==> config.mk <==
export PLATFORM = sky130hd
export DESIGN_NAME = gf2_polynomial_remainder_check_flat
export DESIGN_NICKNAME = d
export VERILOG_FILES = /design/src/rtl/gprc_pkg.sv /design/src/rtl/gprc_in_if.sv /design/src/rtl/gprc_out_if.sv /design/src/rtl/gprc_ctrl.sv /design/src/rtl/gprc_dp.sv /design/src/rtl/gf2_polynomial_remainder_check.sv /design/src/flat_wrapper.sv
export SDC_FILE = /design/constraint.sdc
export NUM_CORES = 1
export LEC_CHECK = 0
export BUFFER_PORTS_ARGS = -buffer_cell sky130_fd_sc_hd__buf_2
export CORE_MARGIN = 2
export CORE_UTILIZATION = 52
export CTS_CLUSTER_SIZE = 20
export DETAILED_ROUTE_END_ITERATION = 16
export PLACE_DENSITY = 0.82
export SETUP_SLACK_MARGIN = 0.15
export SYNTH_ARGS = -nofsm -noshare
export SYNTH_HDL_FRONTEND = slang
export SYNTH_HIERARCHICAL = 1
export SYNTH_SLANG_ARGS = --single-unit
==> constraint.sdc <==
create_clock -name clk -period 5.1 [get_ports clk]
set_input_delay 1.02 -clock clk [delete_from_list [all_inputs] [get_ports clk]]
set_output_delay 1.02 -clock clk [all_outputs]
set_load 0.03 [all_outputs]
==> src/rtl/gprc_pkg.sv <==
// Package for the modulo-two remainder check: widths, word types, controller
// states and the command/status bundles between controller and datapath.
// No dependencies.
package gprc_pkg;

  // Width of codeword, generator and remainder
  localparam int WORD_BITS = 63;
  // Enough bits for a bit position or a shift count within one word
  localparam int DEG_W     = $clog2(WORD_BITS);
  // Top bits inspected per normalising step
  localparam int NORM_LOOK = 4;
  localparam int SH_W      = $clog2(NORM_LOOK + 1);

  typedef logic [WORD_BITS-1:0] word_t;
  typedef logic [DEG_W-1:0]     pos_t;
  typedef logic [SH_W-1:0]      shamt_t;

  typedef enum logic [1:0] {
    ST_IDLE,
    ST_NORM,
    ST_DIV,
    ST_PUT
  } gprc_state_t;

  // Controller to datapath
  typedef struct packed {
    logic load;  // capture a new word
    logic norm;  // shift divisor towards the top bit
    logic div;   // one shift-and-xor step
    logic put;   // capture the result
  } gprc_cmd_t;

  // Datapath to controller
  typedef struct packed {
    logic gen_zero;   // divisor register is zero
    logic norm_done;  // divisor top bit is set
    logic last_step;  // final division step
  } gprc_stat_t;

endpackage

==> src/rtl/gprc_in_if.sv <==
// Input channel: valid/ready handshake carrying codeword and generator.
// Depends on gprc_pkg.
interface gprc_in_if;
  import gprc_pkg::*;

  logic  valid;
  logic  ready;
  word_t codeword;
  word_t generator;

  modport source (output valid, output codeword, output generator, input ready);
  modport sink   (input valid, input codeword, input generator, output ready);
endinterface

==> src/rtl/gprc_out_if.sv <==
// Result channel: valid/ready handshake carrying remainder and flags.
// Depends on gprc_pkg.
interface gprc_out_if;
  import gprc_pkg::*;

  logic  valid;
  logic  ready;
  word_t remainder;
  logic  good;
  logic  bad_generator;

  modport source (output valid, output remainder, output good, output bad_generator,
                  input ready);
  modport sink   (input valid, input remainder, input good, input bad_generator,
                  output ready);
endinterface

==> src/rtl/gprc_ctrl.sv <==
// Controller state machine for the remainder check: sequences load,
// normalise, divide and result hand-off. Depends on gprc_pkg.
module gprc_ctrl import gprc_pkg::*; (
  input  logic       clk,
  input  logic       rst_n,
  input  logic       in_valid,
  output logic       in_ready,
  output logic       out_valid,
  input  logic       out_ready,
  input  gprc_stat_t stat,
  output gprc_cmd_t  cmd
);

  gprc_state_t state_r, state_nxt;
  logic        out_valid_r, out_valid_nxt;
  logic        slot_free;

  // result register may be refilled when empty or being drained
  assign slot_free = !out_valid_r || out_ready;

  // next state
  always_comb begin
    state_nxt = state_r;
    case (state_r)
      ST_IDLE: begin
        if (in_valid) state_nxt = ST_NORM;
      end
      ST_NORM: begin
        if (stat.gen_zero)       state_nxt = ST_PUT;
        else if (stat.norm_done) state_nxt = ST_DIV;
      end
      ST_DIV: begin
        if (stat.last_step) state_nxt = ST_PUT;
      end
      ST_PUT: begin
        if (slot_free) state_nxt = ST_IDLE;
      end
      default: state_nxt = ST_IDLE;
    endcase
  end

  // outputs
  always_comb begin
    cmd      = '0;
    in_ready = 1'b0;
    case (state_r)
      ST_IDLE: begin
        in_ready = 1'b1;
        cmd.load = in_valid;
      end
      ST_NORM: begin
        cmd.norm = !stat.gen_zero && !stat.norm_done;
      end
      ST_DIV: begin
        cmd.div = 1'b1;
      end
      ST_PUT: begin
        cmd.put = slot_free;
      end
      default: begin
        cmd = '0;
      end
    endcase
  end

  // result valid flag
  always_comb begin
    out_valid_nxt = out_valid_r;
    if (out_ready) out_valid_nxt = 1'b0;
    if (cmd.put)   out_valid_nxt = 1'b1;
  end

  always_ff @(posedge clk) begin
    if (!rst_n) begin
      state_r     <= ST_IDLE;
      out_valid_r <= 1'b0;
    end else begin
      state_r     <= state_nxt;
      out_valid_r <= out_valid_nxt;
    end
  end

  assign out_valid = out_valid_r;

endmodule

==> src/rtl/gprc_dp.sv <==
// Datapath for the remainder check: partial remainder, aligned divisor,
// bit cursor and the result register. Depends on gprc_pkg.
module gprc_dp import gprc_pkg::*; (
  input  logic       clk,
  input  gprc_cmd_t  cmd,
  output gprc_stat_t stat,
  input  word_t      in_codeword,
  input  word_t      in_generator,
  output word_t      out_remainder,
  output logic       out_good,
  output logic       out_bad_generator
);

  word_t  rem_r, rem_nxt;   // partial remainder
  word_t  div_r, div_nxt;   // divisor, aligned to the cursor
  pos_t   pos_r, pos_nxt;   // bit under test
  pos_t   left_r, left_nxt; // steps after this one
  word_t  res_r;
  logic   good_r, bad_r;
  shamt_t sh;
  logic   zero_div;

  assign zero_div       = (div_r == '0);
  assign stat.gen_zero  = zero_div;
  assign stat.norm_done = div_r[WORD_BITS-1];
  assign stat.last_step = (left_r == '0);

  // leading zeros among the top bits of the divisor, capped at the look-ahead
  always_comb begin
    sh = SH_W'(NORM_LOOK);
    for (int i = NORM_LOOK - 1; i >= 0; i--) begin
      if (div_r[WORD_BITS-1-i]) sh = SH_W'(i);
    end
  end

  // working registers
  always_comb begin
    rem_nxt  = rem_r;
    div_nxt  = div_r;
    pos_nxt  = pos_r;
    left_nxt = left_r;
    if (cmd.load) begin
      rem_nxt  = in_codeword;
      div_nxt  = in_generator;
      pos_nxt  = DEG_W'(WORD_BITS - 1);
      left_nxt = '0;
    end else if (cmd.norm) begin
      // left_r counts the alignment shift, i.e. steps still to run
      div_nxt  = div_r << sh;
      left_nxt = left_r + DEG_W'(sh);
    end else if (cmd.div) begin
      if (rem_r[pos_r]) rem_nxt = rem_r ^ div_r;
      if (left_r != '0) begin
        div_nxt  = div_r >> 1;
        pos_nxt  = pos_r - DEG_W'(1);
        left_nxt = left_r - DEG_W'(1);
      end
    end
  end

  always_ff @(posedge clk) begin
    rem_r  <= rem_nxt;
    div_r  <= div_nxt;
    pos_r  <= pos_nxt;
    left_r <= left_nxt;
  end

  // result register; a zero divisor here only arises from a zero generator
  always_ff @(posedge clk) begin
    if (cmd.put) begin
      res_r  <= zero_div ? '0 : rem_r;
      good_r <= !zero_div && (rem_r == '0);
      bad_r  <= zero_div;
    end
  end

  assign out_remainder     = res_r;
  assign out_good          = good_r;
  assign out_bad_generator = bad_r;

endmodule

==> src/rtl/gf2_polynomial_remainder_check.sv <==
// Modulo-two remainder check: divides a codeword by a generator over GF(2)
// and reports the remainder, a good flag for a zero remainder and an error
// flag for a zero generator. One word is in flight at a time. With the
// generator of degree d, the divisor is first shifted up to the top bit,
// four top bits inspected per cycle, then WORD_BITS-d shift-and-xor steps
// run, one per codeword bit from the top down, before the result is
// handed off. The next word is taken as soon as the result sits in the
// output register.
// Depends on gprc_pkg, gprc_in_if, gprc_out_if, gprc_ctrl and gprc_dp.
module gf2_polynomial_remainder_check import gprc_pkg::*; (
  input  logic        clk,
  input  logic        rst_n,
  gprc_in_if.sink     in_ch,
  gprc_out_if.source  out_ch
);

  gprc_cmd_t  cmd;
  gprc_stat_t stat;
  logic       in_ready;
  logic       out_valid;

  // sequencing
  gprc_ctrl u_ctrl (
    .clk       (clk),
    .rst_n     (rst_n),
    .in_valid  (in_ch.valid),
    .in_ready  (in_ready),
    .out_valid (out_valid),
    .out_ready (out_ch.ready),
    .stat      (stat),
    .cmd       (cmd)
  );

  // division datapath
  gprc_dp u_dp (
    .clk               (clk),
    .cmd               (cmd),
    .stat              (stat),
    .in_codeword       (in_ch.codeword),
    .in_generator      (in_ch.generator),
    .out_remainder     (out_ch.remainder),
    .out_good          (out_ch.good),
    .out_bad_generator (out_ch.bad_generator)
  );

  assign in_ch.ready  = in_ready;
  assign out_ch.valid = out_valid;

endmodule
==> src/flat_wrapper.sv <==
// flat-port wrapper written by rule: the top's interface ports become plain ports
module gf2_polynomial_remainder_check_flat import gprc_pkg::*;
  (clk, rst_n, in_ch_valid, in_ch_codeword, in_ch_generator, in_ch_ready, out_ch_valid, out_ch_remainder, out_ch_good, out_ch_bad_generator, out_ch_ready);
  gprc_in_if in_ch_i ();
  gprc_out_if out_ch_i ();
  input  logic clk;
  input  logic rst_n;
  input wire logic [$bits(in_ch_i.valid)-1:0] in_ch_valid;
  input wire logic [$bits(in_ch_i.codeword)-1:0] in_ch_codeword;
  input wire logic [$bits(in_ch_i.generator)-1:0] in_ch_generator;
  output wire logic [$bits(in_ch_i.ready)-1:0] in_ch_ready;
  output wire logic [$bits(out_ch_i.valid)-1:0] out_ch_valid;
  output wire logic [$bits(out_ch_i.remainder)-1:0] out_ch_remainder;
  output wire logic [$bits(out_ch_i.good)-1:0] out_ch_good;
  output wire logic [$bits(out_ch_i.bad_generator)-1:0] out_ch_bad_generator;
  input wire logic [$bits(out_ch_i.ready)-1:0] out_ch_ready;
  assign in_ch_i.valid = in_ch_valid;
  assign in_ch_i.codeword = in_ch_codeword;
  assign in_ch_i.generator = in_ch_generator;
  assign in_ch_ready = in_ch_i.ready;
  assign out_ch_valid = out_ch_i.valid;
  assign out_ch_remainder = out_ch_i.remainder;
  assign out_ch_good = out_ch_i.good;
  assign out_ch_bad_generator = out_ch_i.bad_generator;
  assign out_ch_i.ready = out_ch_ready;
  gf2_polynomial_remainder_check u_core (.clk(clk), .rst_n(rst_n), .in_ch(in_ch_i), .out_ch(out_ch_i));
endmodule
==> reports/summary.txt, run 1 <==
Initial antenna violation count - 0
Async SR Flop Fraction - 0
Worst vdd ir - 287.1 uV
Max-slew violations - 0
Synth Cell Area - 11760 um^2
Die ar. - 23840 um^2
DR iter-0 viols - 1548
Status - finished, final reports clean
Max FO, Critical Path - 64
Relative slew margins - 0.2170
H-tree levels - 1
Commonest non-fill, non-tap cells in the layout - buf_2, nand2_1, edfxtp_1, o21ai_0
Fmax - 236.8 MHz
Total CTS buffers - 22
Vias - 10040
Buf/Inv on CP - 3
First-pass GRT wire length - 53.67 mm
DR pass1 iterations - 6
HPWL Detailed - 25.89 mm
Commonest non-fill, non-tap cell in the layout - buf_2
Syn Nets - 1265
Post-Syn Instances - 1124
Longest Clk Path Bufs - 3
Grt total ovfl - 0
Crit path from - u_core/u_dp/div_r[34]
CTS Sinks - 206
# IOs - 197
Post-CTS resize count - 0
CP Class - flop to flop
Delay of the slowest cell on the worst path - 0.76 ns
PwrDens - 754.7 nW/um^2
FP Rows - 55
I/O Buffers - 196
Final hold violations - 0
Reg2reg setup slack - 0.88 ns
FF-to-FF Start - u_core/u_dp/div_r[34]
Critical path capture point type - flop
Post-synth EDFFs - 191
Power Total - 10330 uW
Avg Vias per Cell - 6.341
Top FF cell, synth - edfxtp_1
Finished Layout Cells - 1584
CTS clock-pin slew for the worst setup and hold paths - 0.07 ns
Wire per inst - 22.77 um
Worst path required time - 5.34 ns
Routed Antenna Nets - 0
Tightest Pin Transition - 1.170 ns
Delay-heaviest family, CP - simple AND/OR/NAND/NOR gates
Hold crit path type - flop to flop
Width of the die - 154.4 um
Cell Area, Placed - 12900 um^2
Core ar. - 22430 um^2
Register-to-Register Path Depth - 10
Synth cell types - 59
Drt drc - 0
Startpoint types - flop
Slowest cell on the critical path - nand2_2
Seq/Total Area, Yosys - 0.5131
Most used cell, CP - buf_4
Starting Density - 0.5243
Final core occ - 0.6102
Fin crit share - 0.8279
Post-CTS Setup Bufs - 0
Inst Count DP - 1544
Worst setup path endpoint - u_core/u_dp/div_r[20]
Avg Cell Area, Syn - 10.46 um^2
Fill cell count - 1822
Pin count of the biggest net entering global routing - 77
Setup violators final - 0
Cell depth of the worst setup path - 10
Post-layout minimum cycle time - 4.222 ns
N_diodes - 0
Nets - 1424
Crit path DAT - 4.47 ns
Seq cells post-synth - 206
R2R Path End - u_core/u_dp/div_r[20]
Total track usage - 0.2884
Synth warn - 6
Skew-Pair Late Insertion Delay - 0.50 ns
Sequential cell area - 6036 um^2
RSZ-0062 raised after global routing - no
GPL Wtd Cong - 0.9709
Vias in the first global route - 9337
Clk root buf - clkbuf_16
Maxcap violations - 0
Area growth from synthesis to layout - 16.38%
Post-Route WL - 36.07 mm
Hold buffer count at CTS - 0
Post-layout instance area - 13690 um^2
Share of cells above drive strength 1 - 0.2186
CTS tree - yes
Leakage - 0.005077 uW
Multi-input gate area - 5313 um^2
Clock Skews - 0.008502 ns
Sequence of cells on the critical path - nor4_1 -> nand4_1 -> nor3_1 -> nand2_1 -> buf_4 -> inv_4 -> nor3b_4 -> a21oi_1 -> nand2_2 -> buf_4
Height of the die - 154.4 um
-- registers in the layout, indices dropped and copies added (netlist names), 2 cells and up --
register	count
u_core/u_dp/div_r	63
u_core/u_dp/out_remainder	63
u_core/u_dp/rem_r	63
u_core/u_dp/left_r	6
u_core/u_dp/pos_r	6
u_core/u_ctrl/state_r	2
-- metrics by stage --
| step | TNS, ns | setup WS [ns] | hold slack [ns] |
|---|---|---|---|
| detailed placement | 0 | 1.006 | 0.5104 |
| global placement | 0 | 1.069 | 0.4987 |
| CTS | 0 | 0.9879 | 0.5193 |
| global route | 0 | 0.7057 | 0.5461 |
| floorplan | -13.86 | -0.2199 | 0.4755 |
| finish | 0 | 0.8775 | 0.5179 |
-- how the worst min path moves through the flow --
stage                                        start                        to  slack (ns)  depth (start not counted)
after global placement    u_core/u_ctrl/state_r[1]  u_core/u_ctrl/state_r[1]        0.50                          2
final                     u_core/u_ctrl/state_r[1]  u_core/u_ctrl/state_r[1]        0.52                          2
after floorplan           u_core/u_ctrl/state_r[1]  u_core/u_ctrl/state_r[1]        0.48                          2
after CTS                 u_core/u_ctrl/state_r[1]  u_core/u_ctrl/state_r[1]        0.52                          2
after global routing      u_core/u_ctrl/state_r[1]  u_core/u_ctrl/state_r[1]        0.55                          2
after detailed placement  u_core/u_ctrl/state_r[1]  u_core/u_ctrl/state_r[1]        0.51                          2
-- final cells by class --
class                           instances  share of cell area
Timing Repair Buffer                  213             0.08098
Inverter                               22            0.006215
Multi-Input combinational cell        818              0.3881
Tap cell                              285             0.02605
Clock buffer                           25             0.04259
Sequential cell                       206              0.4409
Clock inverter                         15             0.01517
-- synth_stat cells, drive strengths merged, types with 33 or more instances --
| cell type | instances | share of area |
|---|---|---|
| a211oi | 45 | 0.029 |
| a21oi | 65 | 0.029 |
| and2 | 64 | 0.034 |
| clkbuf | 59 | 0.019 |
| edfxtp | 191 | 0.49 |
| mux2i | 68 | 0.058 |
| nand2 | 194 | 0.062 |
| nor2 | 36 | 0.011 |
| nor4 | 33 | 0.019 |
| o21ai | 86 | 0.037 |
| o22ai | 47 | 0.025 |
| xnor2 | 68 | 0.051 |
-- report_power, final --
part	switching [uW]	total, uW	internal (uW)
clock network	677	1760	1080
registers	1140	4160	3020
logic	2680	4410	1740
-- worst register-to-register path: stages, from the launching register on --
cell and delay (ns):
edfxtp_1 0.47, nor4_1 0.54, nand4_1 0.15, nor3_1 0.23, nand2_1 0.10, buf_4 0.28, inv_4 0.16, nor3b_4 0.06
a21oi_1 0.73, nand2_2 0.76, buf_4 0.48
-- cell families after synthesis --
kind of cell | count (synthesis) | synth area share
mux | 86 | 0.08754
flops | 206 | 0.5131
xor+xnor | 70 | 0.05212
fa+ha+maj | 11 | 0.01234
buf+inv | 100 | 0.03712
simple gates | 368 | 0.1492
compound gates | 283 | 0.1485
-- per-layer routing --
metal,part of all wire,track usage,vias to the layer above,wire (um)
li1,-,-,4491,-
met2,0.45,0.4379,725,16140
met3,0.11,0.04259,79,4125
met5,0,0,-,0
met4,0.035,0.09921,0,1251
met1,0.40,0.4262,4749,14560
No activity file was read; power rests on OpenSTA's default activity.
==> run 2: changes to the inputs <==
Settings changed: CORE_UTILIZATION 52 to 57, PLACE_DENSITY 0.82 to 0.85.
Clock period 5.1 ns to 3.9 ns, I/O delays scaled along.
==> reports/summary.txt, run 2 (synthesized netlist as in run 1, its figures left out) <==
Hold crit path type - flop to flop
Drt drc - 0
Hold buffer count at CTS - 0
Nets - 1432
Core ar. - 20230 um^2
Post-Place Worst Slack - 0.4713 ns
Commonest non-fill, non-tap cells in the layout - buf_2, nand2_1, edfxtp_1, o21ai_0
Sw frac - 0.4293
Power Total - 13480 uW
Setup violators final - 0
Area growth from synthesis to layout - 16.99%
Multi-input gate area - 5313 um^2
CP Class - flop to flop
N_diodes - 0
CTS tree - yes
Finished Layout Cells - 1577
Pin count of the biggest net entering global routing - 116
Gate power share - 0.433
Starting Density - 0.5813
Startpoint types - flop
Commonest non-fill, non-tap cell in the layout - buf_2
# IOs - 197
Worst path required time - 4.12 ns
Setup_tns - 0 ns
Die ar. - 21800 um^2
Status - finished, final reports clean
Share of cells above drive strength 1 - 0.2257
Fin crit share - 0.9146
Post-Route WL - 35.43 mm
Fmax - 280.3 MHz
Total track usage - 0.3179
Max-slew violations - 0
DR pass1 iterations - 8
HPWL Detailed - 24.77 mm
Psw - 5788 uW
Leakage - 0.005118 uW
Sequential cell area - 6036 um^2
Relative slew margins - 0.3250
CTS clock-pin slew for the worst setup and hold paths - 0.07 ns
Wire per inst - 22.47 um
FP Rows - 52
Worst vdd ir - 532.1 uV
Clock Skews - 0.01072 ns
Longest Clk Path Bufs - 3
PwrDens - 979.7 nW/um^2
Critical path capture point type - flop
Setup ws final - 0.3330 ns
Crit path DAT - 3.79 ns
Total CTS buffers - 22
Vias in the first global route - 9449
Delay of the slowest cell on the worst path - 0.58 ns
Post-CTS resize count - 0
Avg Vias per Cell - 6.435
Maxcap violations - 0
Skew-Pair Late Insertion Delay - 0.51 ns
RSZ-0062 raised after global routing - no
Internal power - 7693 uW
Post-CTS Setup Bufs - 0
Vias - 10150
Inst Count DP - 1537
Max FO, Critical Path - 44
H-tree levels - 1
Routed Antenna Nets - 0
Sequence of cells on the critical path - nor4_1 -> nand4_1 -> nor2_1 -> nand2_1 -> inv_4 -> nor3b_4 -> inv_1 -> buf_4 -> nor2_1 -> nand2_1 -> buf_4 -> a21oi_1 -> a211oi_1
CTS Sinks - 206
Initial antenna violation count - 0
Clock power frac - 0.169
Final core occ - 0.6801
Fill cell count - 1528
Width of the die - 147.7 um
DR iter-0 viols - 1668
First-pass GRT wire length - 54.17 mm
Share of power burned in registers - 0.398
Height of the die - 147.7 um
Grt total ovfl - 0
Final hold violations - 0
Tightest Pin Transition - 1.013 ns
Clk root buf - clkbuf_16
I/O Buffers - 196
GPL Wtd Cong - 0.9427
Slowest cell on the critical path - nor3b_4
Post-layout minimum cycle time - 3.567 ns
## run 2: cell types whose count changed in the layout (fill, tap and decap cells not counted), sizes merged
cell / change
bufinv: -2
clkinvlp: +3
inv: -2
clkinv: -4
buf: +8
clkbuf: +5
## run 2: worst max-delay path, delay by kind of cell, from the launching register on
kind | cells | cell delay [ns]
simple gates | 7 | 1.63
flops | 1 | 0.57
buf+inv | 4 | 0.72
compound gates | 2 | 0.33
## run 2: area by class of cell
| class | count | area share |
|---|---|---|
| clock buffers | 30 | 0.04819 |
| clock inverters | 10 | 0.009638 |
| inverters | 22 | 0.006183 |
| multi-input cells | 818 | 0.3861 |
| flip-flops and latches | 206 | 0.4386 |
| well taps | 270 | 0.02455 |
| repair buffers | 221 | 0.08674 |
## run 2: power groups by stage
| stage | clock network, uW | registers (uW) | logic, uW |
|---|---|---|---|
| global placement | 0 | 5270 | 5560 |
| CTS | 2290 | 5270 | 5730 |
| detailed placement | 0 | 5310 | 5690 |
| global route | 2370 | 5420 | 6320 |
| finish | 2280 | 5360 | 5840 |
| floorplan | 0 | 4830 | 4300 |
## run 2: path summary, 6_finish.rpt
check	start	end	slack, ns	cells after the start
worst max register to register	u_core/u_dp/div_r[57]	u_core/u_dp/div_r[23]	0.33	13
worst min register to register	u_core/u_dp/left_r[2]	u_core/u_dp/left_r[2]	0.55	2
worst min-delay path	u_core/u_dp/left_r[2]	u_core/u_dp/left_r[2]	0.55	2
worst max-delay path	u_core/u_dp/div_r[57]	u_core/u_dp/div_r[23]	0.33	13
## run 2: routing by layer
| metal | part of all wire | vias to the layer above | global-route usage |
|---|---|---|---|
| met2 | 0.45 | 818 | 0.4735 |
| met4 | 0.036 | 0 | 0.1178 |
| met3 | 0.12 | 93 | 0.04475 |
| li1 | - | 4509 | - |
| met5 | 0 | - | 0 |
| met1 | 0.39 | 4728 | 0.4777 |
## run 2: stage by stage
stage                     hold slack, ns  area, um^2
after global placement            0.4990       12960
after floorplan                   0.4755       11790
final                             0.5458       13760
after CTS                         0.5380       13760
after global routing              0.5557       13760
after detailed placement          0.5295       12960
